## config.mk

```make
export PLATFORM = sky130hd
export DESIGN_NAME = bwl_pitch
export DESIGN_NICKNAME = d
export VERILOG_FILES = /design/src/design/bwl_pkg.sv /design/src/design/bwl_pitch.sv
export SDC_FILE = /design/constraint.sdc
export NUM_CORES = 1
export LEC_CHECK = 0
export ABC_AREA = 1
export BUFFER_PORTS_ARGS = -buffer_cell sky130_fd_sc_hd__buf_2
export CAP_MARGIN = 30
export CORE_MARGIN = 10
export CORE_UTILIZATION = 60
export CTS_CLUSTER_DIAMETER = 60
export CTS_CLUSTER_SIZE = 25
export DETAILED_ROUTE_END_ITERATION = 10
export PLACE_DENSITY = 0.78
export SETUP_SLACK_MARGIN = 0.5
export SYNTH_ARGS = -nofsm -noshare
export SYNTH_HDL_FRONTEND = slang
export SYNTH_SLANG_ARGS = --single-unit
export TNS_END_PERCENT = 50
```

## constraint.sdc

```tcl
create_clock -name clk -period 10.4 [get_ports clk]
set_clock_uncertainty 0.2 [all_clocks]
set_input_delay 1.04 -clock clk [delete_from_list [all_inputs] [get_ports clk]]
set_output_delay 1.04 -clock clk [all_outputs]
set_load 0.05 [all_outputs]
```

## src/design/bwl_pkg.sv

```systemverilog
package bwl_pkg;

	localparam int RNG_W  = 6;
	localparam int COEF_W = 32;
	localparam int NTAP   = 5;

	localparam logic [1:0] REG_LOWEST   = 2'd0;
	localparam logic [1:0] REG_TWO_PT   = 2'd1;
	localparam logic [1:0] REG_THREE_PT = 2'd2;

	localparam logic [20:0] LOWEST_RST   = 21'd748980;
	localparam logic [23:0] TWO_PT_RST   = 24'd19661;
	localparam logic [23:0] THREE_PT_RST = 24'd10486;

	localparam logic [28:0] ONE_Q28 = 29'h1000_0000;

	typedef enum logic [1:0] {
		ORD_LIN,
		ORD_3PT,
		ORD_5PT
	} order_t;

	typedef logic signed [COEF_W-1:0] coef_t;
	typedef coef_t [NTAP-1:0] coef_vec_t;

	typedef struct packed {
		logic [RNG_W-1:0] lo;
		logic [RNG_W-1:0] hi;
		logic [15:0]      w;
	} pitch_t;

	// piecewise log2 breakpoints, round(65536*log2(1+k/8))
	function automatic logic [16:0] log_seg(input logic [3:0] k);
		logic [16:0] v;
		unique case (k)
			4'd0: v = 17'd0;
			4'd1: v = 17'd11136;
			4'd2: v = 17'd21098;
			4'd3: v = 17'd30109;
			4'd4: v = 17'd38336;
			4'd5: v = 17'd45904;
			4'd6: v = 17'd52911;
			4'd7: v = 17'd59434;
			default: v = 17'd65536;
		endcase
		return v;
	endfunction

	// floor(n/3) by reciprocal, exact for any 32 bit n
	function automatic logic [31:0] div3(input logic [31:0] n);
		logic [65:0] prod;
		prod = 66'(n) * 66'd2863311531;
		return prod[64:33];
	endfunction

endpackage

```

## src/design/bwl_pitch.sv

```systemverilog
module bwl_pitch import bwl_pkg::*; #(
	parameter int NUM_RANGES = 36
) (
	input  logic        clk,
	input  logic        adv,
	input  logic [25:0] a_s1,
	input  logic [20:0] lowest,
	output pitch_t      pitch_s6
);

	localparam logic signed [24:0] PMAX = 25'(NUM_RANGES - 1) <<< 16;

	logic [4:0]         e_s2, e_s3, e_s4;
	logic [25:0]        a_s2;
	logic               zero_s2, zero_s3, zero_s4, zero_s5;
	logic [2:0]         k_s3;
	logic [12:0]        r_s3;
	logic [13:0]        d_s4;
	logic [16:0]        seg_s4;
	logic signed [24:0] praw_s5;

	logic [4:0]         e_c;
	logic [25:0]        norm;
	logic [16:0]        seg_a, seg_b, seg_d;
	logic [26:0]        dprod;
	logic [21:0]        lsum;
	logic signed [24:0] ldiff, praw;
	logic signed [24:0] pc;
	logic [RNG_W-1:0]   lo_c;

	// leading one
	always_comb begin
		e_c = '0;
		for (int i = 0; i < 26; i++) begin
			if (a_s1[i]) e_c = 5'(i);
		end
	end

	assign norm  = a_s2 << (5'd25 - e_s2);
	assign seg_a = log_seg({1'b0, k_s3});
	assign seg_b = log_seg(4'({1'b0, k_s3}) + 4'd1);
	assign seg_d = seg_b - seg_a;
	assign dprod = 27'(seg_d[13:0]) * 27'(r_s3);
	assign lsum  = 22'({e_s4, 16'h0000}) + 22'(seg_s4) + 22'(d_s4);
	assign ldiff = $signed({3'b000, lsum}) - $signed({4'b0000, lowest});
	assign praw  = 25'sd65536 + ldiff + (ldiff <<< 1);

	always_comb begin
		priority if (zero_s5 || praw_s5 < 25'sd0) begin
			pc = '0;
		end else if (praw_s5 > PMAX) begin
			pc = PMAX;
		end else begin
			pc = praw_s5;
		end
	end

	assign lo_c = pc[16 +: RNG_W];

	always_ff @(posedge clk) begin
		if (adv) begin
			e_s2    <= e_c;
			a_s2    <= a_s1;
			zero_s2 <= (a_s1 == '0);
			k_s3    <= norm[24:22];
			r_s3    <= norm[21:9];
			e_s3    <= e_s2;
			zero_s3 <= zero_s2;
			d_s4    <= dprod[26:13];
			seg_s4  <= seg_a;
			e_s4    <= e_s3;
			zero_s4 <= zero_s3;
			praw_s5 <= praw;
			zero_s5 <= zero_s4;
			pitch_s6.lo <= lo_c;
			pitch_s6.hi <= (32'(lo_c) < NUM_RANGES - 1) ? lo_c + 1'b1 : lo_c;
			pitch_s6.w  <= pc[15:0];
		end
	end

endmodule

```

# After elaboration in Yosys (flattened, before gate mapping)
# Memory sizes are Yosys's and may differ from the RTL's. A register that Yosys moved wholly into a read port is not among the register bits.
# Index checks and enable logic that the tools add are counted.
word_totals:
  in_bits: 49
  elab_cells: 68
  mem_count: 2
  output_inout_bits: 28
  romBits: 256
  regBits: 145
classes:
  n_addsub: 9
  magnitude_cmp: 3
  n_mux: 29
  shifts: 1
  reduce_logical: 5
  multipliers: 1
mem_list:
  columns: ["memory", "words", "word_bits", "rd", "rd_clocked_by_memory_dff", "write_ports", "line", "text"]
  rows:
  - ["(no name shown)", 8, 16, 1, 0, 0, "bwl_pkg.sv:35", "unique case (k)"]
  - ["(no name shown)", 8, 16, 1, 1, 0, "bwl_pkg.sv:35", null]
op_table:
  columns: ["op", "n"]
  rows:
  - ["5-bit two-way mux", 13]
  - ["22-bit two-way mux", 2]
  - ["4-bit two-way mux", 8]
  - ["14-bit by 13-bit multiplier with 27-bit output", 1]
  - ["26-bit zero test", 1]
  - ["26-bit by 5-bit << shifter with 25-bit output", 1]
  - ["24-bit by 24-bit adder with 25-bit output", 1]
  - ["25-bit by 23-bit greater-than comparator with 1-bit output (second input constant)", 1]
  - ["25-bit by 1-bit less-than comparator with 1-bit output (second input constant)", 1]
  - ["18-bit by 23-bit adder with 24-bit output (first input constant)", 1]
  - ["22-bit by 21-bit subtractor with 23-bit output", 1]
  - ["21-bit by 17-bit adder with 22-bit output", 1]
  - ["22-bit by 14-bit adder with 22-bit output", 1]
  - ["14-bit two-way mux", 1]
  - ["14-bit subtractor", 1]
  - ["10-bit OR reduction", 1]
  - ["6-bit by 1-bit adder with 6-bit output (second input constant)", 1]
  - ["6-bit less-than comparator (second input constant)", 1]
  - ["6-bit two-way mux", 1]
  - ["5-bit subtractor (first input constant)", 1]
  - ["3-bit by 1-bit adder with 4-bit output (second input constant)", 1]
  - ["2-bit OR reduction", 2]
  - ["3-bit two-way mux", 1]
  - ["1-bit two-way mux", 2]
  - ["2 further kinds", 2]

# Longest topological paths before layout
# Gate-level depths: netlist of run 1.
depth:
  word_depth: 24
  depth_mapped: 44
  mapped_depth_nobuf: 44

# Least setup slack after synthesis of run 1
# No wires, ideal clock.
synth_path:
  path_kind: "reg-to-reg"
  from: "register k_s3[0]"
  to: "register d_s4[10] (data pin)"
  setup_time_ns: 0.265
  arrival_ns: 7.450
  slack_ns: 2.485
  path_stages_with_launch: 43
  n_path_buf: 0
  path_cell_list: "edfxtp_1 ha_1 or2_2 nand2_1 inv_1 o21ai_0 nor2_1 inv_1 ha_1 inv_1 fa_1 nand2_1 o21ai_2 inv_2 o21ai_1 nand2_1 nand2_1 a21oi_2 [... 7 more ...] nor2_1 fa_1 inv_1 fa_1 inv_1 fa_1 fa_1 fa_1 ha_1 nand2_1 nor2_1 nand2_1 o211ai_1 a21oi_2 o21ai_2 a21oi_1 o21ai_0 xor2_1"
synth_via:
  elab_chain_cells: 5
synth_rtl:
  columns: ["item", "line", "text"]
  rows:
  - ["start: declaration", "bwl_pitch.sv:16", "logic [2:0] k_s3;"]
  - ["start signal: assignment", "bwl_pitch.sv:65", "k_s3 <= norm[24:22];"]
  - ["3-bit by 1-bit adder with 4-bit output *", "bwl_pitch.sv:41", "assign seg_b = log_seg(4'({1'b0, k_s3}) + 4'd1);"]
  - ["memory 8 x 16 bit", null, null]
  - ["14-bit two-way mux *", "bwl_pkg.sv:35", null]
  - ["14-bit subtractor *", "bwl_pitch.sv:42", "assign seg_d = seg_b - seg_a;"]
  - ["14-bit by 13-bit multiplier with 27-bit output *", "bwl_pitch.sv:43", "assign dprod = 27'(seg_d[13:0]) * 27'(r_s3);"]
  - ["via dprod[23]", "bwl_pitch.sv:25", "logic [26:0] dprod;"]
  - ["end signal: assignment", "bwl_pitch.sv:69", "d_s4 <= dprod[26:13];"]
  - ["end: declaration", "bwl_pitch.sv:18", "logic [13:0] d_s4;"]
# The timed path passes the listed nets; every way through them passes the cells marked *.
# A chain may end at the register's enable or synchronous reset.

# Worst setup path in the final report of run 1
# Same ends and word-level chain as after synthesis.

==> results of run 1 <==
==> metal layers <==
layer	routed length [um]	global-route usage, %	share of wire (%)
met4	691	5.43	2.0
met2	16800	37.6	49
met1	14300	26.5	42
met5	0	0	0
met3	2490	4.98	7.3
==> worst reg2reg max path: cells and delay by family (launching register included) <==
kind | cells | cell delay, ns
buf+inv | 5 | 0.64
xor+xnor | 2 | 0.62
fa+ha+maj | 8 | 3.55
flops | 1 | 0.51
simple gates | 9 | 1.31
compound gates | 10 | 1.84
==> state kept, by name, indices dropped and copies added, names as in the netlist <==
name,flops
seg_a,13
zero_s4,1
seg_s4,13
e_s2,5
praw_s5,25
zero_s5,1
a_s2,25
e_s3,5
zero_s3,1
k_s3,3
pitch_s6,28
e_s4,5
d_s4,14
zero_s2,1
r_s3,13
==> cell families after synthesis <==
logic type | count (synthesis) | share of synthesized area, %
adder cells (fa/ha/maj) | 313 | 32.8
flip-flops | 153 | 29.1
multiplexers | 5 | 0.334
XOR/XNOR | 67 | 3.95
AND/OR/NAND/NOR | 583 | 15.5
buffers and inverters | 396 | 9.94
AO/OA/AOI/OAI | 214 | 8.42
==> worst max path at each step <==
stage | startpoint | to | slack [ns] | cells after the start
6_report | k_s3[0] | d_s4[10] | 1.48 | 34
3_3_place_gp | k_s3[0] | d_s4[10] | 2.04 | 39
3_5_place_dp | k_s3[0] | d_s4[10] | 1.62 | 34
2_1_floorplan | k_s3[0] | d_s4[10] | 2.48 | 42
4_1_cts | k_s3[0] | d_s4[10] | 1.58 | 34
5_1_grt | k_s3[0] | d_s4[10] | 0.89 | 34
==> final cells by class <==
cell class,count,area [um2]
Clock buffer,17,425
Inverter,365,1380
Fill cell,1999,8540
Tap cell,330,413
Multi-Input combinational cell,1182,9360
Timing Repair Buffer,81,424
Clock inverter,15,175
Sequential cell,153,4460
==> metrics by stage <==
stage	utilization [%]	worst slack, ns
final	66.1	1.48
after global routing	66.1	0.893
after CTS	66.1	1.58
after detailed placement	63.7	1.62
after global placement	63.7	2.04
after floorplan	-	2.48
==> cell usage after synthesis, types with 9 or more instances <==
cell type,instances
clkbuf_1,16
nand3_1,51
xnor2_1,23
nor2_1,177
o21ai_1,12
nor2_2,9
edfxtp_1,140
buf_2,10
xor2_1,43
nand2_1,312
dfxtp_1,13
ha_1,165
a21oi_1,80
o21ai_0,71
inv_1,352
fa_1,148
==> reports/qor.yml, run 1 <==
status: "completed"
critPathMaxStageDelay_ns: 0.69
tritoncts: "yes"
gr-usage-all-layers_pct: 21.6
synthesis.nets: 2093
ant_nets: 0
drt-wirelength-per-cell_um: 16.0
clock_path_buffers: 2
reg2reg_slack_ns: 1.48
rows: 58
place_hpwl_mm: 27.8
routed_wl_mm: 34.2
gp_congestion: 1.00
synth_cell_types: 58
dp.cells: 2111
relSlewSlack_pct: 38.2
mostFrequentLayoutCell: "inv_1"
critPathKind: "flop to flop"
postCtsSetupBuffers: 0
period_share_pct: 85.8
fin_crit_ns: 8.92
cpMaxStageDelayCell: "ha_1"
firstDrtPassIters: 5
min-delay-start: "seg_a[15]"
synth.area.top_cells: "edfxtp_1 (27%), fa_1 (19%), ha_1 (13%), inv_1 (8.6%), nand2_1 (7.6%)"
io_buffers: 76
h-tree-depth: 4
clk_pin_slew_worst_paths_ns: 0.06
cts_buffers: 17
postCtsHoldBufs: 0
holdWs_ns: 0.206
worstMarginPinSlew_ns: 0.924
root_buffer: "clkbuf_16"
vias: 11600
initial_core_util_pct: 60.9
critPathArrivalTime_ns: 8.89
ys_seq_elements: 153
overflow: 0
critPathTopFamily: "adder cells"
worstReg2RegEnd: "d_s4[10]"
r2r-start: "k_s3[0]"
crit_top_cell: "nand2_1"
async_reset_ff_share_pct: 0
synth_warnings: 0
antenna_cells: 0
hold_path_end: "seg_s4[15]"
die_area_um2: 32400
yosysTopAreaCellShare_pct: 27.4
io_pins: 77
yosysSeqAreaShare_pct: 29.1
drt_iter0_markers: 959
tns_ns: 0
reg2reg_depth: 34
worstHoldPathType: "flop to flop"
fin_cells: 2143
final_cell_area_um2: 16600
drive_above_1_share_pct: 9.76
drv_slew: 0
most-common-layout-cells: "inv_1 (352), nand2_1 (312), nor2_1 (177)"
hold_depth: 0
cts_resized: 0
cts.sinks: 153
synth-main-ff-cell: "edfxtp_1"
worstPathRequired_ns: 10.37
critical_path.max_fanout: 13
routed_via_density: 5.41
grt_max_degree: 83
grt_pass1_wl_mm: 58.1
fmax_mhz: 112
finalNetCount: 2162
critPathBufInv: 5
clk_latency_ns: 0.44
synth_area_per_cell_um2: 8.87
syn_area_um2: 15300
yosysTopAreaCell: "edfxtp_1"
chipHeight_um: 180
drc: 0
synthCells: 1731
finalHoldViolCount: 0
grt_pass1_vias: 12100
max_cap_viol_count: 0
end_kind: "flop"
die_x_um: 180
rsz0062_at_grt: "false"
placed_area_um2: 16000
critPathLaunchType: "flop"
syn2layout_area_growth_pct: 8.41
antenna_found_initial: 0
design.core.area_um2: 25200
synth-edff-count: 140
setup_violations: 0
Power of run 1 is not shown: default switching activity piles up to over one toggle a cycle in this logic, so the estimate is an artifact.
==> run 2, diff against run 1 <==
Settings changed: CORE_MARGIN 10 to not set, CORE_UTILIZATION 60 to 64, PLACE_DENSITY 0.78 to 0.83.
==> reports/qor.yml, run 2 (synthesis results as in run 1) <==
critPathKind: "flop to flop"  # unchanged
firstDrtPassIters: 6  # was 5
period_share_pct: 86.0  # was 85.8%
status: "completed"  # unchanged
drc: 0  # unchanged
vias: 11800  # was 11,600
most-common-layout-cells: "inv_1 (352), nand2_1 (312), nor2_1 (177)"  # unchanged
finalNetCount: 2161  # was 2,162
rsz0062_at_grt: "false"  # unchanged
design.core.area_um2: 23500  # was 25,200 um2
setup_violations: 0  # unchanged
critical_path.max_fanout: 13  # unchanged
overflow: 0  # unchanged
routed_via_density: 5.52  # was 5.41
h-tree-depth: 4  # unchanged
tritoncts: "yes"  # unchanged
finalHoldViolCount: 0  # unchanged
top_register: "pitch_s6"  # unchanged
die_x_um: 157  # was 180 um
busiest_layer: "met2"  # unchanged
end_kind: "flop"  # unchanged
grt_pass1_wl_mm: 56.2  # was 58.1 mm
critPathTopFamily: "adder cells"  # unchanged
cts.sinks: 153  # unchanged
place_hpwl_mm: 26.8  # was 27.8 mm
mostFrequentLayoutCell: "inv_1"  # unchanged
postCtsSetupBuffers: 0  # unchanged
largest_reg_flops: 28  # unchanged
chipHeight_um: 157  # was 180 um
root_buffer: "clkbuf_16"  # unchanged
worstMarginPinSlew_ns: 0.869  # was 0.924 ns
critPathLaunchType: "flop"  # unchanged
critPathArrivalTime_ns: 8.91  # was 8.89 ns
drive_above_1_share_pct: 9.77  # was 9.76%
top_regs: "pitch_s6 x28, a_s2 x25, praw_s5 x25"  # unchanged
crit_top_cell: "nand2_1"  # unchanged
relSlewSlack_pct: 42.1  # was 38.2%
gr-usage-all-layers_pct: 29.5  # was 21.6%
gp_congestion: 0.971  # was 1.00
tns_ns: 0  # unchanged
groute.layer.met1.usage_pct: 35.9  # was 26.5%
cts_resized: 0  # unchanged
cpMaxStageDelayCell: "ha_1"  # unchanged
die_area_um2: 24600  # was 32,400 um2
antenna_found_initial: 1  # was 0
drt_iter0_markers: 803  # was 959
clk_latency_ns: 0.44  # about the same
fmax_mhz: 112  # about the same
postCtsHoldBufs: 0  # unchanged
grt_max_degree: 96  # was 83
syn2layout_area_growth_pct: 8.27  # was 8.41%
io_pins: 77  # unchanged
clock_path_buffers: 2  # unchanged
worstHoldPathType: "flop to flop"  # unchanged
clk_pin_slew_worst_paths_ns: 0.06  # about the same
ant_nets: 0  # unchanged
io_buffers: 76  # unchanged
routed_wl_mm: 33.8  # was 34.2 mm
fin_crit_ns: 8.94  # was 8.92 ns
drt-wirelength-per-cell_um: 15.8  # was 16.0 um
met3_usage_pct: 5.59  # was 4.98%
critPathMaxStageDelay_ns: 0.62  # was 0.69 ns
globalRouteMet2Util_pct: 51.7  # was 37.6%
max_cap_viol_count: 0  # unchanged
critPathBufInv: 5  # unchanged
worstPathRequired_ns: 10.37  # about the same
drv_slew: 0  # unchanged
rows: 56  # was 58
grt_pass1_vias: 11900  # was 12,100
cts_buffers: 17  # unchanged
initial_core_util_pct: 65.4  # was 60.9%
==> run 2: cell types whose count changed in the layout (fill, tap and decap cells not counted), sizes merged <==
| cell | before | now |
|---|---|---|
| buf | 81 | 80 |
| clkbuf | 17 | 19 |
| bufinv | 2 | 0 |
| inv | 372 | 370 |
| diode | 0 | 1 |
| clkinvlp | 1 | 0 |
| clkinv | 5 | 8 |
==> run 2: cell type report <==
| cell class | count | area (um2) |
|---|---|---|
| fill | 1772 | 6860 |
| clock inverter | 13 | 123 |
| clock buffer | 19 | 475 |
| sequential | 153 | 4460 |
| antenna | 1 | 2.50 |
| tap | 319 | 399 |
| inverter | 365 | 1380 |
| multi-input combinational | 1182 | 9360 |
| timing repair buffer | 80 | 417 |
==> run 2: path summary, 6_finish.rpt <==
kind / slack (ns) / from / cells past startpoint / endpoint
worst max-delay path: 1.46 / k_s3[0] / 34 / d_s4[10]
worst min-delay path: 0.22 / e_s3[1] / 0 / e_s4[1]
worst max register to register: 1.46 / k_s3[0] / 34 / d_s4[10]
worst min register to register: 0.22 / e_s3[1] / 0 / e_s4[1]
==> run 2: metrics by stage <==
stage	hold slack [ns]	setup slack (ns)	std cells	area, um2	util, %
final	0.219	1.46	2132	16600	70.8
after global routing	0.223	0.906	2132	16600	70.8
after CTS	0.222	1.57	2131	16600	70.8
after detailed placement	0.193	1.56	2099	16000	68.2
after global placement	0.190	2.01	2099	16000	68.2
after floorplan	0.186	2.48	1731	15300	-
==> run 2: layer usage <==
| layer | share of wire (%) | wire (um) |
|---|---|---|
| met5 | 0 | 0 |
| met4 | 2.7 | 926 |
| met3 | 7.0 | 2380 |
| met2 | 50 | 16900 |
| met1 | 40 | 13500 |
==> run 2: worst register-to-register path: cells and delay by family (launching register included) <==
family          cells  cell delay (ns)
xor+xnor            2             0.62
fa+ha+maj           8             3.46
compound gates     10             1.95
buf+inv             5             0.64
flops               1             0.50
simple gates        9             1.32
Power of run 2 is left out for the same reason.
